## src/hw/rtl/nearest_upsample_relu_assert.svh

```systemverilog
// assertion macros for the nearest-neighbor upsampler
// expects a clock named clk and a synchronous reset named rst in the using scope
`ifndef NEAREST_UPSAMPLE_RELU_ASSERT_SVH
`define NEAREST_UPSAMPLE_RELU_ASSERT_SVH

// same-cycle implication
`define NUR_ASSERT_NOW(label, ante, cons, msg) \
  label: assert property (@(posedge clk) disable iff (rst) (ante) |-> (cons)) else $error(msg);

// next-cycle implication
`define NUR_ASSERT_NEXT(label, ante, cons, msg) \
  label: assert property (@(posedge clk) disable iff (rst) (ante) |=> (cons)) else $error(msg);

// delayed implication
`define NUR_ASSERT_THREE(label, ante, cons, msg) \
  label: assert property (@(posedge clk) disable iff (rst) (ante) |-> ##3 (cons)) \
    else $error(msg);

`endif

```

## src/hw/rtl/nur_pkg.sv

```systemverilog
// shared types and constants for the nearest-neighbor upsampler
// no dependencies
`timescale 1ns / 1ps

package nur_pkg;

  // field widths
  localparam int VALUE_W    = 16;
  localparam int COORD_W    = 15;
  localparam int DIM_CFG_W  = 13;
  localparam int FACTOR_W   = 4;
  localparam int CAP_W      = 15;
  localparam int CFG_DATA_W = 15;
  localparam int CFG_IDX_W  = 3;

  // parameter defaults
  localparam int MAX_DIM_DEF    = 4096;
  localparam int MAX_FACTOR_DEF = 8;

  // queue between front and back
  localparam int QUEUE_DEPTH = 4;

  // register indexes
  typedef enum logic [CFG_IDX_W-1:0] {
    REG_IN_WIDTH    = 3'd0,
    REG_IN_HEIGHT   = 3'd1,
    REG_FACTOR_ROWS = 3'd2,
    REG_FACTOR_COLS = 3'd3,
    REG_RELU_ENABLE = 3'd4,
    REG_RELU_CAP    = 3'd5
  } reg_idx_t;

  // configuration registers
  typedef struct packed {
    logic [DIM_CFG_W-1:0] in_width;
    logic [DIM_CFG_W-1:0] in_height;
    logic [FACTOR_W-1:0]  factor_rows;
    logic [FACTOR_W-1:0]  factor_cols;
    logic                 relu_enable;
    logic [CAP_W-1:0]     relu_cap;
  } cfg_t;

  // one classified pixel waiting for expansion
  typedef struct packed {
    logic signed [VALUE_W-1:0] value;
    logic [COORD_W-1:0]        base_row;
    logic [COORD_W-1:0]        base_col;
    logic [FACTOR_W-1:0]       fr;
    logic [FACTOR_W-1:0]       fc;
  } entry_t;

  // back end status
  typedef struct packed {
    logic busy;
  } back_status_t;

endpackage

```

## src/hw/rtl/nur_if.sv

```systemverilog
// valid/ready channels for input pixels and output copies
// depends on nur_pkg
`timescale 1ns / 1ps

interface nur_pixel_if;
  logic                               valid;
  logic                               ready;
  logic signed [nur_pkg::VALUE_W-1:0] pixel_value;

  modport source (output valid, output pixel_value, input ready);
  modport sink (input valid, input pixel_value, output ready);
endinterface

interface nur_copy_if;
  logic                               valid;
  logic                               ready;
  logic signed [nur_pkg::VALUE_W-1:0] out_value;
  logic [nur_pkg::COORD_W-1:0]        out_row;
  logic [nur_pkg::COORD_W-1:0]        out_col;
  logic                               last_copy;

  modport source (output valid, output out_value, output out_row, output out_col,
                  output last_copy, input ready);
  modport sink (input valid, input out_value, input out_row, input out_col,
                input last_copy, output ready);
endinterface

```

## src/hw/rtl/nur_front.sv

```systemverilog
// front end: accepts pixels, rectifies, tracks raster position, builds queue entries
// depends on nur_pkg and nur_if
`timescale 1ns / 1ps

module nur_front #(
  parameter int MAX_DIM    = nur_pkg::MAX_DIM_DEF,
  parameter int MAX_FACTOR = nur_pkg::MAX_FACTOR_DEF
) (
  input  logic                 clk,
  input  logic                 rst,
  input  nur_pkg::cfg_t        cfg,
  nur_pixel_if.sink            pixels,
  input  logic                 q_full,
  output logic                 q_push,
  output nur_pkg::entry_t      q_entry
);

  localparam int CNT_W = $clog2(MAX_DIM);
  localparam int DW    = $clog2(MAX_DIM + 1);
  localparam int CMPW  = (DW > nur_pkg::DIM_CFG_W) ? DW : nur_pkg::DIM_CFG_W;
  localparam int FW    = nur_pkg::FACTOR_W;
  localparam int PW    = CNT_W + FW;

  logic [CNT_W-1:0] row_count, row_count_next;
  logic [CNT_W-1:0] col_count, col_count_next;
  logic [CMPW-1:0]  w_ext, h_ext, w_eff, h_eff;
  logic [CMPW-1:0]  col_inc, row_inc;
  logic [FW-1:0]    fr_eff, fc_eff;
  logic [PW-1:0]    prod_row, prod_col;
  logic signed [nur_pkg::VALUE_W-1:0] value_rect;
  logic signed [nur_pkg::VALUE_W-1:0] cap_s;
  logic             accept;

  assign pixels.ready = !q_full;
  assign accept       = pixels.valid && !q_full;
  assign q_push       = accept;

  // effective plane size: zero acts as one, oversize acts as the maximum
  always_comb begin
    w_ext = CMPW'(cfg.in_width);
    h_ext = CMPW'(cfg.in_height);
    if (w_ext == '0) begin
      w_eff = CMPW'(1);
    end else if (w_ext > CMPW'(MAX_DIM)) begin
      w_eff = CMPW'(MAX_DIM);
    end else begin
      w_eff = w_ext;
    end
    if (h_ext == '0) begin
      h_eff = CMPW'(1);
    end else if (h_ext > CMPW'(MAX_DIM)) begin
      h_eff = CMPW'(MAX_DIM);
    end else begin
      h_eff = h_ext;
    end
  end

  // effective replication factors
  always_comb begin
    if (cfg.factor_rows == '0) begin
      fr_eff = FW'(1);
    end else if (cfg.factor_rows > FW'(MAX_FACTOR)) begin
      fr_eff = FW'(MAX_FACTOR);
    end else begin
      fr_eff = cfg.factor_rows;
    end
    if (cfg.factor_cols == '0) begin
      fc_eff = FW'(1);
    end else if (cfg.factor_cols > FW'(MAX_FACTOR)) begin
      fc_eff = FW'(MAX_FACTOR);
    end else begin
      fc_eff = cfg.factor_cols;
    end
  end

  // optional rectification with cap
  always_comb begin
    cap_s      = nur_pkg::VALUE_W'(cfg.relu_cap);
    value_rect = pixels.pixel_value;
    if (cfg.relu_enable) begin
      if (pixels.pixel_value < 0) begin
        value_rect = '0;
      end else if (cfg.relu_cap != '0 && pixels.pixel_value > cap_s) begin
        value_rect = cap_s;
      end
    end
  end

  // output base coordinates
  assign prod_row = PW'(row_count) * PW'(fr_eff);
  assign prod_col = PW'(col_count) * PW'(fc_eff);

  always_comb begin
    q_entry.value    = value_rect;
    q_entry.base_row = nur_pkg::COORD_W'(prod_row);
    q_entry.base_col = nur_pkg::COORD_W'(prod_col);
    q_entry.fr       = fr_eff;
    q_entry.fc       = fc_eff;
  end

  // raster position, wraps when reached or passed
  always_comb begin
    col_inc        = CMPW'(col_count) + CMPW'(1);
    row_inc        = CMPW'(row_count) + CMPW'(1);
    col_count_next = CNT_W'(col_inc);
    row_count_next = row_count;
    if (col_inc >= w_eff) begin
      col_count_next = '0;
      if (row_inc >= h_eff) begin
        row_count_next = '0;
      end else begin
        row_count_next = CNT_W'(row_inc);
      end
    end
  end

  always_ff @(posedge clk) begin
    if (rst) begin
      row_count <= '0;
      col_count <= '0;
    end else if (accept) begin
      row_count <= row_count_next;
      col_count <= col_count_next;
    end
  end

endmodule

```

## src/hw/rtl/nur_queue.sv

```systemverilog
// short entry queue between front and back ends
// depends on nur_pkg
`timescale 1ns / 1ps

module nur_queue (
  input  logic            clk,
  input  logic            rst,
  input  logic            push,
  input  nur_pkg::entry_t push_entry,
  output logic            full,
  input  logic            pop,
  output logic            not_empty,
  output nur_pkg::entry_t pop_entry
);

  localparam int DEPTH = nur_pkg::QUEUE_DEPTH;
  localparam int PTR_W = $clog2(DEPTH);
  localparam int CNT_W = $clog2(DEPTH + 1);

  nur_pkg::entry_t  slots [DEPTH];
  logic [PTR_W-1:0] wr_ptr;
  logic [PTR_W-1:0] rd_ptr;
  logic [CNT_W-1:0] count;
  logic             do_push, do_pop;

  assign full      = (count == CNT_W'(DEPTH));
  assign not_empty = (count != '0);
  assign do_push   = push && !full;
  assign do_pop    = pop && not_empty;
  assign pop_entry = slots[rd_ptr];

  // storage
  always_ff @(posedge clk) begin
    if (do_push) begin
      slots[wr_ptr] <= push_entry;
    end
  end

  // pointers and fill level
  always_ff @(posedge clk) begin
    if (rst) begin
      wr_ptr <= '0;
      rd_ptr <= '0;
      count  <= '0;
    end else begin
      if (do_push) begin
        wr_ptr <= (wr_ptr == PTR_W'(DEPTH - 1)) ? '0 : wr_ptr + PTR_W'(1);
      end
      if (do_pop) begin
        rd_ptr <= (rd_ptr == PTR_W'(DEPTH - 1)) ? '0 : rd_ptr + PTR_W'(1);
      end
      case ({do_push, do_pop})
        2'b10:   count <= count + CNT_W'(1);
        2'b01:   count <= count - CNT_W'(1);
        default: count <= count;
      endcase
    end
  end

endmodule

```

## src/hw/rtl/nur_back.sv

```systemverilog
// back end: expands each entry into its copies, one word per cycle unless copies stalls
// depends on nur_pkg and nur_if
`timescale 1ns / 1ps

module nur_back #(
  parameter int MAX_FACTOR = nur_pkg::MAX_FACTOR_DEF
) (
  input  logic                  clk,
  input  logic                  rst,
  input  logic                  q_not_empty,
  input  nur_pkg::entry_t       q_entry,
  output logic                  q_pop,
  output nur_pkg::back_status_t status,
  nur_copy_if.source            copies
);

  localparam int CW = (MAX_FACTOR > 1) ? $clog2(MAX_FACTOR) : 1;
  localparam int FW = nur_pkg::FACTOR_W;

  nur_pkg::entry_t ent;
  logic            busy;
  logic [CW-1:0]   copy_row;
  logic [CW-1:0]   copy_col;
  logic            out_valid;
  logic            take;
  logic            row_end;
  logic            last_cur;

  // output register free or being drained
  assign take     = !out_valid || copies.ready;
  assign row_end  = (FW'(copy_col) == ent.fc - FW'(1));
  assign last_cur = row_end && (FW'(copy_row) == ent.fr - FW'(1));
  assign q_pop    = q_not_empty && (!busy || (take && last_cur));

  assign status.busy  = busy;
  assign copies.valid = out_valid;

  // entry register and copy counters
  always_ff @(posedge clk) begin
    if (rst) begin
      busy <= 1'b0;
    end else if (q_pop) begin
      busy <= 1'b1;
    end else if (busy && take && last_cur) begin
      busy <= 1'b0;
    end
  end

  always_ff @(posedge clk) begin
    if (q_pop) begin
      ent      <= q_entry;
      copy_row <= '0;
      copy_col <= '0;
    end else if (busy && take && !last_cur) begin
      if (row_end) begin
        copy_col <= '0;
        copy_row <= copy_row + CW'(1);
      end else begin
        copy_col <= copy_col + CW'(1);
      end
    end
  end

  // output register
  always_ff @(posedge clk) begin
    if (rst) begin
      out_valid <= 1'b0;
    end else if (take) begin
      out_valid <= busy;
    end
  end

  always_ff @(posedge clk) begin
    if (take && busy) begin
      copies.out_value <= ent.value;
      copies.out_row   <= ent.base_row + nur_pkg::COORD_W'(copy_row);
      copies.out_col   <= ent.base_col + nur_pkg::COORD_W'(copy_col);
      copies.last_copy <= last_cur;
    end
  end

endmodule

```

## src/hw/rtl/nearest_upsample_relu.sv

```systemverilog
// top level of the nearest-neighbor upsampler with optional relu
// depends on nur_pkg, nur_if, nur_front, nur_queue, nur_back
//
//   channel   kind       handshake        payload
//   pixels    in         valid/ready      pixel_value
//   copies    out        valid/ready      out_value, out_row, out_col, last_copy
//   cfg       in         cfg_write        cfg_index, cfg_data
//
// copies leave at one per cycle from the back end output register while copies.ready is
// high, so a pixel yields factor_rows * factor_cols copies (4 for a 2x2 factor)
// first copy of a pixel accepted on an idle block passes the queue, entry and output registers
// a stalled copies channel fills the four-entry queue before pixels.ready drops
// rst is synchronous: counters cleared, registers back to their defaults
`timescale 1ns / 1ps
`include "nearest_upsample_relu_assert.svh"

module nearest_upsample_relu #(
  parameter int MAX_DIM    = nur_pkg::MAX_DIM_DEF,
  parameter int MAX_FACTOR = nur_pkg::MAX_FACTOR_DEF
) (
  input  logic                           clk,
  input  logic                           rst,
  nur_pixel_if.sink                      pixels,
  nur_copy_if.source                     copies,
  input  logic                           cfg_write,
  input  logic [nur_pkg::CFG_IDX_W-1:0]  cfg_index,
  input  logic [nur_pkg::CFG_DATA_W-1:0] cfg_data
);

  nur_pkg::cfg_t         cfg;
  nur_pkg::entry_t       push_entry;
  nur_pkg::entry_t       pop_entry;
  nur_pkg::back_status_t be_status;
  logic                  q_push;
  logic                  q_pop;
  logic                  q_full;
  logic                  q_not_empty;
  logic                  block_idle;
  logic                  idle_accept;

  // configuration registers
  always_ff @(posedge clk) begin
    if (rst) begin
      cfg.in_width    <= nur_pkg::DIM_CFG_W'(1);
      cfg.in_height   <= nur_pkg::DIM_CFG_W'(1);
      cfg.factor_rows <= nur_pkg::FACTOR_W'(1);
      cfg.factor_cols <= nur_pkg::FACTOR_W'(1);
      cfg.relu_enable <= 1'b0;
      cfg.relu_cap    <= '0;
    end else if (cfg_write) begin
      unique case (cfg_index)
        nur_pkg::REG_IN_WIDTH:    cfg.in_width    <= cfg_data[nur_pkg::DIM_CFG_W-1:0];
        nur_pkg::REG_IN_HEIGHT:   cfg.in_height   <= cfg_data[nur_pkg::DIM_CFG_W-1:0];
        nur_pkg::REG_FACTOR_ROWS: cfg.factor_rows <= cfg_data[nur_pkg::FACTOR_W-1:0];
        nur_pkg::REG_FACTOR_COLS: cfg.factor_cols <= cfg_data[nur_pkg::FACTOR_W-1:0];
        nur_pkg::REG_RELU_ENABLE: cfg.relu_enable <= cfg_data[0];
        nur_pkg::REG_RELU_CAP:    cfg.relu_cap    <= cfg_data[nur_pkg::CAP_W-1:0];
        default: ;
      endcase
    end
  end

  // front end
  nur_front #(
    .MAX_DIM    (MAX_DIM),
    .MAX_FACTOR (MAX_FACTOR)
  ) u_front (
    .clk     (clk),
    .rst     (rst),
    .cfg     (cfg),
    .pixels  (pixels),
    .q_full  (q_full),
    .q_push  (q_push),
    .q_entry (push_entry)
  );

  // decoupling queue
  nur_queue u_queue (
    .clk        (clk),
    .rst        (rst),
    .push       (q_push),
    .push_entry (push_entry),
    .full       (q_full),
    .pop        (q_pop),
    .not_empty  (q_not_empty),
    .pop_entry  (pop_entry)
  );

  // back end
  nur_back #(
    .MAX_FACTOR (MAX_FACTOR)
  ) u_back (
    .clk         (clk),
    .rst         (rst),
    .q_not_empty (q_not_empty),
    .q_entry     (pop_entry),
    .q_pop       (q_pop),
    .status      (be_status),
    .copies      (copies)
  );

  // nothing queued, expanding or waiting at the output
  assign block_idle  = !be_status.busy && !q_not_empty && !copies.valid;
  assign idle_accept = pixels.valid && pixels.ready && block_idle;

  // checks
  `NUR_ASSERT_NOW(a_full_blocks_input, q_full, !pixels.ready, "pixel taken while queue full")
  `NUR_ASSERT_NEXT(a_idle_stays_quiet, block_idle, !copies.valid, "copy with no work pending")
  `NUR_ASSERT_THREE(a_idle_pixel_latency, idle_accept, copies.valid, "first copy late")

endmodule

```

## src/flat_wrapper.sv

```systemverilog
// flat-port wrapper written by rule: the top's interface ports become plain ports
module nearest_upsample_relu_flat 
#(
  parameter int MAX_DIM    = nur_pkg::MAX_DIM_DEF,
  parameter int MAX_FACTOR = nur_pkg::MAX_FACTOR_DEF
)
  (clk, rst, cfg_write, cfg_index, cfg_data, pixels_valid, pixels_pixel_value, pixels_ready, copies_valid, copies_out_value, copies_out_row, copies_out_col, copies_last_copy, copies_ready);
  nur_pixel_if pixels_i ();
  nur_copy_if copies_i ();
  input  logic clk;
  input  logic rst;
  input  logic cfg_write;
  input  logic [nur_pkg::CFG_IDX_W-1:0] cfg_index;
  input  logic [nur_pkg::CFG_DATA_W-1:0] cfg_data;
  input wire logic [$bits(pixels_i.valid)-1:0] pixels_valid;
  input wire logic [$bits(pixels_i.pixel_value)-1:0] pixels_pixel_value;
  output wire logic [$bits(pixels_i.ready)-1:0] pixels_ready;
  output wire logic [$bits(copies_i.valid)-1:0] copies_valid;
  output wire logic [$bits(copies_i.out_value)-1:0] copies_out_value;
  output wire logic [$bits(copies_i.out_row)-1:0] copies_out_row;
  output wire logic [$bits(copies_i.out_col)-1:0] copies_out_col;
  output wire logic [$bits(copies_i.last_copy)-1:0] copies_last_copy;
  input wire logic [$bits(copies_i.ready)-1:0] copies_ready;
  assign pixels_i.valid = pixels_valid;
  assign pixels_i.pixel_value = pixels_pixel_value;
  assign pixels_ready = pixels_i.ready;
  assign copies_valid = copies_i.valid;
  assign copies_out_value = copies_i.out_value;
  assign copies_out_row = copies_i.out_row;
  assign copies_out_col = copies_i.out_col;
  assign copies_last_copy = copies_i.last_copy;
  assign copies_i.ready = copies_ready;
  nearest_upsample_relu #(.MAX_DIM(MAX_DIM), .MAX_FACTOR(MAX_FACTOR)) u_core (.clk(clk), .rst(rst), .pixels(pixels_i), .copies(copies_i), .cfg_write(cfg_write), .cfg_index(cfg_index), .cfg_data(cfg_data));
endmodule
```

## config.mk

```make
export PLATFORM = sky130hd
export DESIGN_NAME = nearest_upsample_relu_flat
export DESIGN_NICKNAME = d
export VERILOG_FILES = /design/src/hw/rtl/nur_pkg.sv /design/src/hw/rtl/nur_if.sv /design/src/hw/rtl/nur_front.sv /design/src/hw/rtl/nur_queue.sv /design/src/hw/rtl/nur_back.sv /design/src/hw/rtl/nearest_upsample_relu.sv /design/src/flat_wrapper.sv
export VERILOG_INCLUDE_DIRS = /design/src /design/src/hw/rtl
export SDC_FILE = /design/constraint.sdc
export NUM_CORES = 1
export LEC_CHECK = 0
export BUFFER_PORTS_ARGS = -buffer_cell sky130_fd_sc_hd__buf_2
export CORE_UTILIZATION = 30
export DETAILED_ROUTE_END_ITERATION = 16
export GPL_ROUTABILITY_DRIVEN = 0
export SYNTH_ARGS = -nofsm -noshare
export SYNTH_HDL_FRONTEND = slang
export SYNTH_SLANG_ARGS = --single-unit
export TNS_END_PERCENT = 100
```

## constraint.sdc

```tcl
create_clock -name clk -period 4.9 [get_ports clk]
set_clock_uncertainty 0.2 [all_clocks]
set_input_delay 0.49 -clock clk [delete_from_list [all_inputs] [get_ports clk]]
set_output_delay 0.49 -clock clk [all_outputs]
set_load 0.05 [all_outputs]
```

# ---- Word level (Yosys, flattened, before mapping)
# Memories as Yosys holds them, arrays and structs flattened. A register that Yosys moved wholly into a read port is not among the register bits.
# Cells that the tools add are included.
dict set report totals {
  wordCells 108
  regBits 136
  input_bits 39
  mem_count 1
  output_inout_bits 49
  mem_bits_rw 216
}
# name depth width read_ports rd_ports_with_merged_regs write_ports line
set memory_table {}
lappend memory_table {u_core.u_queue.slots 4 54 1 1 1 nur_queue.sv:20} ;# nur_pkg::entry_t slots [DEPTH];
dict set report op_classes {
  eq_ne 12
  n_mul 2
  magnitude_cmp 8
  addsub 12
  reduce_logical 33
  muxes 21
}
# op count
set ops {}
lappend ops {{$mux 13} 4}
lappend ops {{$mux 16} 3}
lappend ops {{$add 15x3->15} 2}
lappend ops {{$mul 12x4->15} 2}
lappend ops {{$add 12x1->13 const B} 2}
lappend ops {{$ge 13x13->1} 2}
lappend ops {{$gt 13x13->1 const B} 2}
lappend ops {{$logic_not 13->1} 2}
lappend ops {{$mux 12} 2}
lappend ops {{$gt 16x16->1} 1}
lappend ops {{$lt 16x1->1 const B} 1}
lappend ops {{$mux 4} 4}
lappend ops {{$reduce_and 2->1} 8}
lappend ops {{$reduce_bool 15->1} 1}
lappend ops {{$logic_and 1x1->1} 10}
lappend ops {{$add 3x1->3 const B} 3}
lappend ops {{$eq 3x3->1 const B} 3}
lappend ops {{$eq 3x4->1} 2}
lappend ops {{$gt 4x4->1 const B} 2}
lappend ops {{$logic_not 4->1} 2}
lappend ops {{$sub 4x1->4 const B} 2}
lappend ops {{$eq 2x2->1 const B} 3}
lappend ops {{$eq 3x2->1 const B} 2}
lappend ops {{$pmux 3 s2} 1}
lappend ops {{12 further kinds} 22}

# ---- Logic depth before layout (Yosys ltp)
dict set report logic_depth {
  ltp_word 9
  depth_mapped 15
  depth_no_buf 14
}

# ---- Modules after synthesis
# Synthesis repeated with hierarchy kept, for this count alone.
dict set report unflattened {
  cells_unflattened 1570
  hier_area_um2 20360.8
}
# mod area_each_um2 cells_per_inst n_inst
set by_module_without_submodules {}
lappend by_module_without_submodules {nur_queue 8289.2 336 1}
lappend by_module_without_submodules {nur_front 5803.1 795 1}
lappend by_module_without_submodules {nur_back 4212.8 252 1}
lappend by_module_without_submodules {nearest_upsample_relu 2055.7 187 1}

# ---- Worst setup path before layout
# No wires, ideal clock.
dict set report synth_timing {
  kind {reg-to-reg}
  startpoint {register u_core.cfg[19] (netlist name)}
  endpoint {memory u_core.u_queue.slots[0][22] in the netlist's numbering, data pin}
  setup_time_ns 0.287
  arrival_ns 3.679
  synth_period_minus_slack_ns 4.166
  stages_incl_launch_ff 14
  path_slack_ns 0.734
  t_required_ns 4.413
  cell_sequence {dfxtp_1 nor2b_1 clkbuf_1 nand2_1 fa_1 fa_1 inv_1 fa_1 a21oi_1 o21ai_0 o221a_2 o41ai_2 mux2i_1 nand4_1}
}
# item line
set synth_rtl {}
lappend synth_rtl {{end: declaration} nur_queue.sv:20}

==> results.json <==
{
  "finalHoldViolCount": 0,
  "cts_buffers": 42,
  "r2r_slack_ns": 0.37,
  "dieArea_sq_um": 67300,
  "synth_ff_type": "edfxtp_1",
  "placed_cell_area_sq_um": 21200,
  "status": "completed",
  "area.sequential_sq_um": 11300,
  "swShare": 0.309,
  "clock_latency_ns": 0.57,
  "cp_num_buf_inv": 2,
  "p_sw_mw": 3.30,
  "cp.arrival_ns": 4.61,
  "required_ns": 4.98,
  "grt_max_degree": 89,
  "rsz0062_at_grt": "false",
  "dp_slack_ns": 0.188,
  "critPathLaunch": "u_core.cfg[23]$_SDFFE_PP0P_",
  "crit_type": "register to register",
  "path_cells": "nor2b_2, and2_1, fa_1, inv_1, fa_1, inv_1, ha_1, a21o_1, a21oi_1, o211a_1, nor2_1, o311ai_0",
  "core_area_sq_um": 64900,
  "crit_cells": 12,
  "synth_edf_count": 317,
  "drtAntennaViolNets": 0,
  "cp-endpoint": "u_core.u_queue.slots[3][37]$_DFFE_PP_",
  "drc": 0,
  "start_kind": "register",
  "post_drt_wl_per_cell_um": 15.6,
  "slowest_delay_ns": 0.70,
  "drive_above_1_share": 0.147,
  "cts.htree.levels": 2,
  "die_x_um": 259,
  "max_cap_viol_count": 0,
  "finalWorstSetupSlack_ns": 0.367,
  "wl_mm": 39.5,
  "placementRows": 93,
  "multiInputGateArea_sq_um": 7960,
  "drt_iter0_drc": 719,
  "final_cell_area_sq_um": 22800,
  "dr.pass1.iters": 4,
  "p_int_mw": 7.39,
  "p_comb_frac": 0.220,
  "fin_nets": 1821,
  "ys_warn_count": 0,
  "hpwl_mm": 26.9,
  "finalCriticalPeriod_ns": 4.53,
  "root_buffer": "clkbuf_16",
  "avgSynthCellArea_sq_um": 12.8,
  "syn_inst": 1554,
  "power.ir.vdd_worst_v": 0.000271,
  "synthArstFlopShare": 0,
  "setup_viol_count_final": 0,
  "fin_util": 0.351,
  "hold_class": "primary input to register",
  "grt_pass1_wl_mm": 63.8,
  "die_y_um": 259,
  "critical-path-top-delay-family": "compound AO/OA/AOI/OAI gates",
  "antenna_found_initial": 2,
  "overflow": 0,
  "crit_path_top_delay_cell": "dfxtp_1",
  "num_vias": 12000,
  "worstMarginPinSlew_ns": 0.981,
  "io_pins": 88,
  "synth.cell_area_sq_um": 19900,
  "final.fill_count": 6316,
  "drv_slew": 0,
  "rr_worst_depth": 12,
  "end_kind": "register",
  "grt_pass1_vias": 12000,
  "r2r-end": "u_core.u_queue.slots[3][37]$_DFFE_PP_",
  "synth-seq-cells": 406,
  "io_buffers": 87,
  "p_per_area_nw_per_um2": 469,
  "critPathMaxFanout": 20,
  "track_usage": 0.118,
  "tns_ns": 0,
  "path_clk_slew_ns": 0.06,
  "slew_headroom": 0.346,
  "power_frac_clock": 0.310,
  "ys_types": 65,
  "vias_per_cell": 4.74,
  "ys_seq_area_frac": 0.569,
  "finalCritPeriodShare": 0.925,
  "cts_buffer_depth": 3,
  "syn_to_final_growth_pct": 14.7,
  "cts.sink_count": 406,
  "start_util": 0.306,
  "power.leakage_nw": 8.31,
  "cts_tree": "built",
  "p_seq_frac": 0.470,
  "max_freq_mhz": 221,
  "r2r_start": "u_core.cfg[23]$_SDFFE_PP0P_",
  "syn_nets": 1731
}
layout make-up:
class / count / area share
sequential: 406 / 0.496
multi-input combinational: 981 / 0.349
clock buffer: 49 / 0.0490
tap: 855 / 0.0469
antenna: 1 / 0.000110
timing repair buffer: 109 / 0.0274
clock inverter: 27 / 0.0143
inverter: 104 / 0.0171
repair_timing:
item / in CTS / in global routing
resized for setup: 0 / 1
setup endpoints to repair: 0 / 4
endpoints found under the hold margin: 29 / 0
buffers inserted: 0 / 0
hold buffers: 11 / 0
worst min path at each step:
stage	startpoint	cells past startpoint	endpoint
2_1_floorplan	u_core.u_back.ent[38]$_DFFE_PP_	0	u_core.u_back.copies.out_value[0]$_DFFE_PP_
3_3_place_gp	u_core.u_back.ent[42]$_DFFE_PP_	0	u_core.u_back.copies.out_value[4]$_DFFE_PP_
3_5_place_dp	u_core.u_back.ent[38]$_DFFE_PP_	0	u_core.u_back.copies.out_value[0]$_DFFE_PP_
4_1_cts	copies_ready	4	u_core.u_back.copies.valid$_SDFFE_PP0N_
5_1_grt	cfg_data[0]	3	u_core.cfg[0]$_SDFFE_PP0P_
6_report	copies_ready	4	u_core.u_back.copies.valid$_SDFFE_PP0N_
worst register-to-register path, stage by stage, from the launching register on:
cell and delay (ns):
dfxtp_1 0.70, nor2b_2 0.27, and2_1 0.24, fa_1 0.47
inv_1 0.05, fa_1 0.52, inv_1 0.04, ha_1 0.32
a21o_1 0.16, a21oi_1 0.28, o211a_1 0.25, nor2_1 0.09
o311ai_0 0.63
per-layer routing:
metal	vias up	GRT usage	wire, um
met2	224	0.191	18400
met1	5867	0.155	18200
li1	5823	-	-
met3	80	0.0215	1650
met5	-	0	9
met4	2	0.0516	1310
metrics by stage:
stage	total power, mW	hold slack (ns)	cells
floorplan	6.82	0.200	1554
global placement	7.46	0.203	2443
detailed placement	7.52	0.205	2443
CTS	10.9	0.0264	2530
global route	11.2	0.0653	2532
finish	10.7	0.0588	2532
Yosys cell counts, types with 3 or more instances:
| master | instances | area share |
|---|---|---|
| xnor2_1 | 56 | 0.025 |
| and3_1 | 19 | 0.0060 |
| a21oi_1 | 79 | 0.020 |
| buf_1 | 5 | 0.00094 |
| nand2_1 | 193 | 0.036 |
| o21ai_0 | 24 | 0.0060 |
| a31oi_1 | 7 | 0.0022 |
| o32ai_1 | 5 | 0.0022 |
| mux2i_1 | 13 | 0.0065 |
| fa_1 | 43 | 0.043 |
| nand2b_1 | 7 | 0.0022 |
| mux4_2 | 54 | 0.061 |
| nor2_1 | 80 | 0.015 |
| inv_1 | 102 | 0.019 |
| buf_2 | 8 | 0.0020 |
| clkbuf_1 | 48 | 0.0091 |
| nand3_2 | 3 | 0.0015 |
| o21a_1 | 4 | 0.0015 |
| a21o_1 | 13 | 0.0049 |
| nand4_1 | 20 | 0.0063 |
| a221o_1 | 15 | 0.0076 |
| o211a_1 | 3 | 0.0015 |
| nor2b_1 | 29 | 0.0091 |
| nand3_1 | 19 | 0.0048 |
| nor4_1 | 9 | 0.0028 |
| a22oi_1 | 7 | 0.0026 |
| o211ai_1 | 6 | 0.0023 |
| or3_1 | 10 | 0.0031 |
| a211oi_1 | 10 | 0.0038 |
| dfxtp_1 | 89 | 0.090 |
| a22o_1 | 14 | 0.0062 |
| ha_1 | 95 | 0.060 |
| nor3_1 | 21 | 0.0053 |
| nor3b_1 | 3 | 0.0011 |
| a311oi_1 | 3 | 0.0013 |
| nand3b_1 | 4 | 0.0015 |
| and2_1 | 57 | 0.018 |
| edfxtp_1 | 317 | 0.48 |
| xor2_1 | 23 | 0.010 |
placed cells by master (no fill, tap or decap), types with 9 or more instances in the layout:
cell             n
edfxtp_1       317
buf_2           88
a211oi_1        10
nand4_1         20
xor2_1          23
nor2_1          80
nor4_1           9
clkbuf_16       42
fa_1            43
a221o_1         15
inv_1          101
dfxtp_1         87
ha_1            95
nor3_1          21
and3_1          15
xnor2_1         56
and2_1          57
dlygate4sd3_1   11
o21ai_0         24
nand3_1         19
or3_1           10
a22o_1          14
a21o_1          13
a21oi_1         79
mux4_2          54
nor2b_1         28
buf_4           10
mux2i_1         13
nand2_1        193
power by group through the flow:
stage | Clock, mW | Sequential, mW | Combinational [mW]
final | 3.32 | 5.02 | 2.35
after global routing | 3.54 | 5.11 | 2.57
after CTS | 3.41 | 5.04 | 2.41
after detailed placement | 0 | 5.12 | 2.40
after global placement | 0 | 5.09 | 2.36
after floorplan | 0 | 5.48 | 1.34
sequential cells by signal, indices dropped and copies added (netlist names), 12 cells and up:
name,count
u_core.cfg,50
u_core.u_back.ent,54
u_core.u_front.row_count,12
u_core.u_front.col_count,12
u_core.u_back.copies.out_row,15
u_core.u_back.copies.out_col,15
u_core.u_back.copies.out_value,16
u_core.u_queue.slots,216
cells by family after synthesis:
| logic type | count (synthesis) | share of synthesized area |
|---|---|---|
| mux | 69 | 0.0689 |
| flops | 406 | 0.569 |
| compound gates | 210 | 0.0727 |
| xor+xnor | 81 | 0.0368 |
| simple gates | 483 | 0.118 |
| buf+inv | 167 | 0.0324 |
| fa+ha+maj | 138 | 0.103 |
(Power assumes the default switching activity.)
